File: src/bsgs_pkg.sv
// Shared types, widths and codes for the Black-Scholes grid stencil unit.
// No dependencies; imported by the controller, the datapath, the top level and the testbench.
`timescale 1ns / 1ps

package bsgs_pkg;

    // Fixed-point word: signed, VALUE_WIDTH bits, FRAC_BITS fraction bits by default.
    localparam int VALUE_WIDTH = 48;
    localparam int FRAC_BITS   = 24;

    // Multiplier chunking: the multiplier operand is consumed CHUNK bits a cycle.
    localparam int CHUNK     = 16;
    localparam int NCHUNK    = (VALUE_WIDTH + CHUNK - 1) / CHUNK;
    localparam int MAG_A_W   = VALUE_WIDTH + 2;
    localparam int MAG_B_W   = NCHUNK * CHUNK;
    localparam int PROD_W    = MAG_A_W + MAG_B_W;
    localparam int CNT_W     = (NCHUNK > 1) ? $clog2(NCHUNK) : 1;

    // Configuration register indexes.
    localparam int CFG_IDX_W = 3;
    localparam logic [CFG_IDX_W-1:0] CFG_HALF_SIGMA_SQ  = 3'd0;
    localparam logic [CFG_IDX_W-1:0] CFG_RATE_DIFF      = 3'd1;
    localparam logic [CFG_IDX_W-1:0] CFG_RISKFREE_RATE  = 3'd2;
    localparam logic [CFG_IDX_W-1:0] CFG_INV_STEP       = 3'd3;
    localparam logic [CFG_IDX_W-1:0] CFG_INV_STEP_SQ    = 3'd4;
    localparam logic [CFG_IDX_W-1:0] CFG_UPPER_BOUNDARY = 3'd5;

    // Multiplication codes, in the order the controller issues them.
    typedef logic [2:0] t_op;
    localparam t_op OP_DELTA = 3'd0;  // (right - left) * inv_step / 2
    localparam t_op OP_GAMMA = 3'd1;  // (right - 2 centre + left) * inv_step_sq
    localparam t_op OP_P1    = 3'd2;  // half_sigma_sq * spot
    localparam t_op OP_P2    = 3'd3;  // p1 * spot
    localparam t_op OP_T1    = 3'd4;  // p2 * gamma
    localparam t_op OP_Q1    = 3'd5;  // rate_diff * spot
    localparam t_op OP_T2    = 3'd6;  // q1 * delta
    localparam t_op OP_T3    = 3'd7;  // riskfree_rate * centre

    typedef struct packed {
        logic signed [VALUE_WIDTH-1:0] grid_value;
        logic [VALUE_WIDTH-2:0]        spot_price;
        logic                          active_flag;
        logic                          last_point;
    } t_in_item;

    typedef struct packed {
        logic signed [VALUE_WIDTH-1:0] point_value;
        logic signed [VALUE_WIDTH-1:0] delta_out;
        logic signed [VALUE_WIDTH-1:0] gamma_out;
        logic signed [VALUE_WIDTH-1:0] operator_value;
        logic signed [VALUE_WIDTH-1:0] rate_out;
        logic                          last_out;
    } t_out_item;

    typedef struct packed {
        logic capture;
        logic load_a;
        logic load_b;
        logic start;
        t_op  op;
        logic sum;
        logic push;
        logic update;
    } t_ctl_cmd;

    typedef struct packed {
        logic fill;
        logic in_last;
        logic mul_done;
        logic out_free;
    } t_ctl_status;

    // Clamp a value two bits wider than a word to the signed word range.
    function automatic logic signed [VALUE_WIDTH-1:0] sat_word(
        input logic signed [VALUE_WIDTH+1:0] x
    );
        logic signed [VALUE_WIDTH+1:0] maxv;
        logic signed [VALUE_WIDTH+1:0] minv;
        maxv = (VALUE_WIDTH+2)'({1'b0, {(VALUE_WIDTH-1){1'b1}}});
        minv = ~maxv;
        if (x > maxv) begin
            sat_word = maxv[VALUE_WIDTH-1:0];
        end else if (x < minv) begin
            sat_word = minv[VALUE_WIDTH-1:0];
        end else begin
            sat_word = x[VALUE_WIDTH-1:0];
        end
    endfunction

endpackage

File: src/bsgs_ctrl.sv
// Controller of the grid stencil unit: sequences input capture, window loads, the eight
// multiplications of each result, the final sum, the output push and the window update. Uses bsgs_pkg.
`timescale 1ns / 1ps

module bsgs_ctrl
    import bsgs_pkg::*;
(
    input  logic        i_clk,
    input  logic        i_rst_n,
    input  logic        i_in_valid,
    output logic        o_in_stall,
    input  t_ctl_status i_status,
    output t_ctl_cmd    o_cmd
);

    localparam logic [2:0] S_IDLE  = 3'd0;
    localparam logic [2:0] S_SEL_A = 3'd1;
    localparam logic [2:0] S_SEL_B = 3'd2;
    localparam logic [2:0] S_MUL   = 3'd3;
    localparam logic [2:0] S_WAIT  = 3'd4;
    localparam logic [2:0] S_SUM   = 3'd5;
    localparam logic [2:0] S_PUSH  = 3'd6;
    localparam logic [2:0] S_UPD   = 3'd7;

    logic [2:0] r_state, n_state;
    t_op        r_op, n_op;
    logic       r_is_a, n_is_a;

    always_comb begin
        n_state = r_state;
        n_op    = r_op;
        n_is_a  = r_is_a;
        o_cmd   = '0;
        o_cmd.op = r_op;
        unique case (r_state)
            S_IDLE: begin
                if (i_in_valid) begin
                    o_cmd.capture = 1'b1;
                    n_state = S_SEL_A;
                end
            end
            S_SEL_A: begin
                if (i_status.fill) begin
                    o_cmd.load_a = 1'b1;
                    n_is_a  = 1'b1;
                    n_op    = OP_DELTA;
                    n_state = S_MUL;
                end else begin
                    n_state = S_SEL_B;
                end
            end
            S_SEL_B: begin
                if (i_status.in_last) begin
                    o_cmd.load_b = 1'b1;
                    n_is_a  = 1'b0;
                    n_op    = OP_DELTA;
                    n_state = S_MUL;
                end else begin
                    n_state = S_UPD;
                end
            end
            S_MUL: begin
                o_cmd.start = 1'b1;
                n_state = S_WAIT;
            end
            S_WAIT: begin
                if (i_status.mul_done) begin
                    if (r_op == OP_T3) begin
                        n_state = S_SUM;
                    end else begin
                        n_op    = r_op + 3'd1;
                        n_state = S_MUL;
                    end
                end
            end
            S_SUM: begin
                o_cmd.sum = 1'b1;
                n_state = S_PUSH;
            end
            S_PUSH: begin
                if (i_status.out_free) begin
                    o_cmd.push = 1'b1;
                    n_state = r_is_a ? S_SEL_B : S_UPD;
                end
            end
            S_UPD: begin
                o_cmd.update = 1'b1;
                n_state = S_IDLE;
            end
            default: n_state = S_IDLE;
        endcase
    end

    always_ff @(posedge i_clk) begin
        if (!i_rst_n) begin
            r_state <= S_IDLE;
            r_op    <= OP_DELTA;
            r_is_a  <= 1'b0;
        end else begin
            r_state <= n_state;
            r_op    <= n_op;
            r_is_a  <= n_is_a;
        end
    end

    assign o_in_stall = (r_state != S_IDLE);

endmodule

File: config.mk
export PLATFORM = sky130hd
export DESIGN_NAME = bsgs_ctrl
export DESIGN_NICKNAME = d
export VERILOG_FILES = /design/src/bsgs_pkg.sv /design/src/bsgs_ctrl.sv
export SDC_FILE = /design/constraint.sdc
export NUM_CORES = 1
export LEC_CHECK = 0
export BUFFER_PORTS_ARGS = -buffer_cell sky130_fd_sc_hd__buf_2
export CORE_MARGIN = 2
export CORE_UTILIZATION = 45
export CTS_BUF_LIST = sky130_fd_sc_hd__clkbuf_8
export DETAILED_ROUTE_END_ITERATION = 8
export GPL_ROUTABILITY_DRIVEN = 0
export GPL_TIMING_DRIVEN = 0
export HOLD_SLACK_MARGIN = 0.1
export PLACE_DENSITY_LB_ADDON = 0.25
export SLEW_MARGIN = 20
export SYNTH_ARGS = -nofsm -noshare
export SYNTH_HDL_FRONTEND = slang
export SYNTH_SLANG_ARGS = --single-unit
File: constraint.sdc
create_clock -name i_clk -period 3.3 [get_ports i_clk]
set_input_delay 0 -clock i_clk [delete_from_list [all_inputs] [get_ports i_clk]]
set_output_delay 0 -clock i_clk [all_outputs]
set_load 0.02 [all_outputs]
### Word-level counts from Yosys, hierarchy flattened

Index checks and enable logic that the tools add are counted.

| storage, ports and cells | value |
|---|---|
| output and inout port bits | 11 |
| flip-flop bits (word level) | 7 |
| word-level logic and storage cells | 52 |

| operators by class | value |
|---|---|
| reductions and logical operators | 7 |
| muxes and demuxes | 27 |
| eq/ne operators | 14 |
| add/sub/neg operators | 1 |

Operator list:

| operator | count |
|---|---|
| 3-bit two-way mux | 10 |
| 3-bit one-hot mux with 8 select lines | 1 |
| 3-bit equality test, second input constant | 5 |
| 1-bit two-way mux | 14 |
| 2-bit != test, second input constant | 6 |
| 3-bit one-hot mux with 3 select lines | 1 |
| 3-bit by 2-bit equality test with 1-bit output, second input constant | 2 |
| 3-bit AND reduction | 2 |
| 3-bit nonzero test | 2 |
| 5-bit AND reduction | 1 |
| 3-bit by 1-bit adder with 3-bit output, second input constant | 1 |
| 3-bit by 1-bit equality test with 1-bit output, second input constant | 1 |
| 3-bit zero test | 1 |
| 1-bit one-hot mux with 2 select lines | 1 |
| 2-bit nonzero test | 1 |

### Depth between registers and ports, before layout

| depth | value |
|---|---|
| depth after elaboration | 4 |
| depth in mapped cells | 5 |

### Least setup slack after synthesis

OpenSTA, ideal clock, no wires.

| path | value |
|---|---|
| path kind | register -> register |
| start point | register r_op[0] |
| end point | register r_op[0] |
| buffers on the path | 0 |
| data arrival time | 1.412 ns |
| slack | 1.758 ns |
| stages on the path, launching flop included | 6 |
| setup time | 0.129 ns |
| cell sequence | dfxtp_1 > ha_1 > ha_1 > or4bb_1 > nand4b_1 > o211ai_2 |

| between the ends | value |
|---|---|
| cells in the longest elaborated chain, start to end | 4 |
| elaborated cells on any way between the ends | 7 |

Ends and longest elaborated chain:

| element | line | RTL |
|---|---|---|
| start: declaration | bsgs_ctrl.sv:26 | `t_op r_op, n_op;` |
| start signal: assignment | bsgs_ctrl.sv:101 | `r_op <= n_op;` |
| 3-bit by 1-bit adder with 3-bit output | bsgs_ctrl.sv:71 | `n_op = r_op + 3'd1;` |
| 3-bit two-way mux | bsgs_ctrl.sv:68 | `if (r_op == OP_T3) begin` |
| 3-bit two-way mux | bsgs_ctrl.sv:67 | `if (i_status.mul_done) begin` |
| 3-bit one-hot mux with 3 select lines | bsgs_ctrl.sv:35 | `unique case (r_state)` |

Several ways; a longest one is shown, not always the timed one. The select of a mux whose other input is x is not followed.
A chain may end at the register's enable or synchronous reset.

### Worst setup path after layout

Ends and elaborated chain as after synthesis.

==> out/metrics.cfg <==
[place]
placed_cell_area_um2 = 699
hpwl_mm = 1.00
io_buffers = 17

[clocking]
cts_max_level = 1
postCtsHoldBufs = 1
clockRootBuffer = clkbuf_8
numCtsBuffers = 3
clock_sinks = 7
cts_buffer_depth = 2
clkTransAtPathRegs_ns = 0.04
cts_tree = yes
cts_resized = 0
post-cts-setup-buffers = 0
clock_latency_ns = 0.23

[grt]
grt-ovfl-total = 0
grt_pass1_vias = 462
grt_pass1_wl_mm = 1.97
grt_usage = 0.182
grt_max_degree = 11
antenna_found_initial = 0

[outcome]
run_status = completed

[final_layout]
diodes = 0
fillCellCount = 127
final_common_cell = buf_2
nets = 99
drive_above_1_share = 0.382
regArea_um2 = 140
stdcell_area_um2 = 754
multi_input_area_um2 = 417
syn2layout_area_growth_pct = 26.7
mostFrequentLayoutCells = 20 x buf_2, 7 x dfxtp_1, 5 x nand4_1, 4 x a21oi_1, 4 x o21ai_0

[drt]
first_pass_iters = 4
routed_wirelength_mm = 1.31
drt-vias-per-instance = 5.68
wire_per_inst_um = 12.6
drt_drc_violations_left = 0
ant_nets = 0
vias = 591
drt_iter0_markers = 8

[sta]
setup_violations = 0
max_freq_ghz = 0.652
slew_violations = 0
maxSlewHeadroom = 0.730
tns_ns = 0
worst_pin_slew_ns = 0.400
period_share = 0.465
hold_violations = 0
fin_crit_ns = 1.53
rsz0062_at_grt = false
clock_skew_ns = 0.00202

[critical_path]
cp-end-kind = register
arrival_ns = 1.64
startpoint_type = register
worstPathMaxFanout = 4
worstPathRequired_ns = 3.41
path_class = reg -> reg

[synthesis]
synth-seq-area-share = 0.235
synth_compound_area_frac = 0.197
synth_seq_cells = 7
yosysUniqueCellTypes = 33
yosys.area_share.simple = 0.460
synthXorXnorAreaFrac = 0
synth.cell_area_um2 = 596
synthAdderAreaFrac = 0.0420
synth.avg_cell_area_um2 = 8.89
syn_inst = 67
synthesis.nets = 76
synth_top_family_by_area = simple AND/OR/NAND/NOR gates
synthMuxAreaShare = 0
ys_warn_count = 0

[power_and_ir_drop]
p_int_mw = 0.255
pwr-share-comb = 0.433
p_per_area_nw_per_um2 = 534
switchingPower_mw = 0.148
clock_power_share = 0.295
p_sw_frac = 0.368
sequentialPowerShare = 0.271
vdd.ir_drop.worst_mv = 0.351
power_leakage_nw = 0.369

[floorplan]
die-area_um2 = 1630
start_util = 0.469
fp-row-count = 13
chipWidth_um = 40.4
die_y_um = 40.4
coreArea_um2 = 1270
ios = 18

[flow_run]
cap_violations = 0

[hold_path]
hp-class = in -> reg

## power by group through the flow
stage	registers, mW	clock network, mW	logic [mW]
global route	0.111	0.126	0.192
detailed placement	0.111	0	0.173
CTS	0.109	0.122	0.175
floorplan	0.108	0	0.134
global placement	0.111	0	0.172
finish	0.109	0.119	0.175
## metrics by stage
stage	hold slack (ns)	setup WS (ns)	total power, mW	instances	util
6_report	0.209	1.77	0.403	104	0.595
5_1_grt	0.236	1.68	0.429	104	0.595
3_5_place_dp	0.307	1.78	0.283	99	0.551
3_3_place_gp	0.302	1.76	0.282	99	0.551
2_1_floorplan	0.116	1.76	0.242	67	-
4_1_cts	0.202	1.76	0.406	104	0.595
## layout make-up
| class | count | share of cell area |
|---|---|---|
| clock buffers | 3 | 0.0547 |
| plain buffers | 5 | 0.0415 |
| multi-input cells | 53 | 0.552 |
| flip-flops and latches | 7 | 0.186 |
| repair buffers | 18 | 0.126 |
| clock inverters | 1 | 0.00498 |
| inverters | 2 | 0.00995 |
| well taps | 15 | 0.0249 |
## routing by layer
layer	part of all wire	global-route usage	up-vias
li1	-	-	304
met1	0.49	0.237	271
met2	0.44	0.278	13
met3	0.053	0.0667	3
met4	0.012	0.0500	0
met5	0	0	-
## worst max-delay path, cell delays in order, from the launching register on
cell and delay [ns]:
dfxtp_1 0.37, ha_1 0.16, ha_1 0.21, or4bb_1 0.46
nand4b_1 0.14, o211ai_2 0.08
## Yosys cell counts (all sizes together)
library cell / count / share of area
a21oi: 4 / 0.034
a31oi: 1 / 0.011
and2: 3 / 0.032
and3: 3 / 0.040
and3b: 1 / 0.015
and4b: 1 / 0.017
and4bb: 2 / 0.042
buf: 4 / 0.044
clkbuf: 1 / 0.0084
dfxtp: 7 / 0.24
ha: 2 / 0.042
inv: 2 / 0.013
nand2: 3 / 0.019
nand2b: 3 / 0.032
nand4: 5 / 0.053
nand4b: 1 / 0.015
nand4bb: 2 / 0.038
nor2: 3 / 0.019
nor2b: 1 / 0.011
nor4b: 1 / 0.025
nor4bb: 2 / 0.034
o211a: 1 / 0.017
o211ai: 4 / 0.076
o21a: 1 / 0.013
o21ai: 4 / 0.034
o221ai: 1 / 0.015
or3: 1 / 0.011
or3b: 1 / 0.019
or4b: 1 / 0.023
or4bb: 1 / 0.019
## kinds of logic (layout without fill, tap and decap cells)
group,Yosys count,in the layout
buffers and inverters,7,29
AO/OA/AOI/OAI,16,16
AND/OR/NAND/NOR,35,35
flip-flops,7,7
adder cells (fa/ha/maj),2,2
## state kept, by name, indices dropped and copies added, names as in the netlist
signal,flops
r_op,3
r_is_a,1
r_state,3
## final timing paths
kind	slack [ns]	cells after the start	endpoint	start
hold / removal	0.21	4	r_state[2]$_SDFFE_PN0P_	i_status[2]
hold reg to reg	0.55	2	r_is_a$_SDFFE_PN0P_	r_is_a$_SDFFE_PN0P_
setup reg to reg	1.77	5	r_op[0]$_SDFFE_PN0P_	r_op[0]$_SDFFE_PN0P_
setup / recovery	1.77	5	r_op[0]$_SDFFE_PN0P_	r_op[0]$_SDFFE_PN0P_
Power figures use the tool's default switching activity.
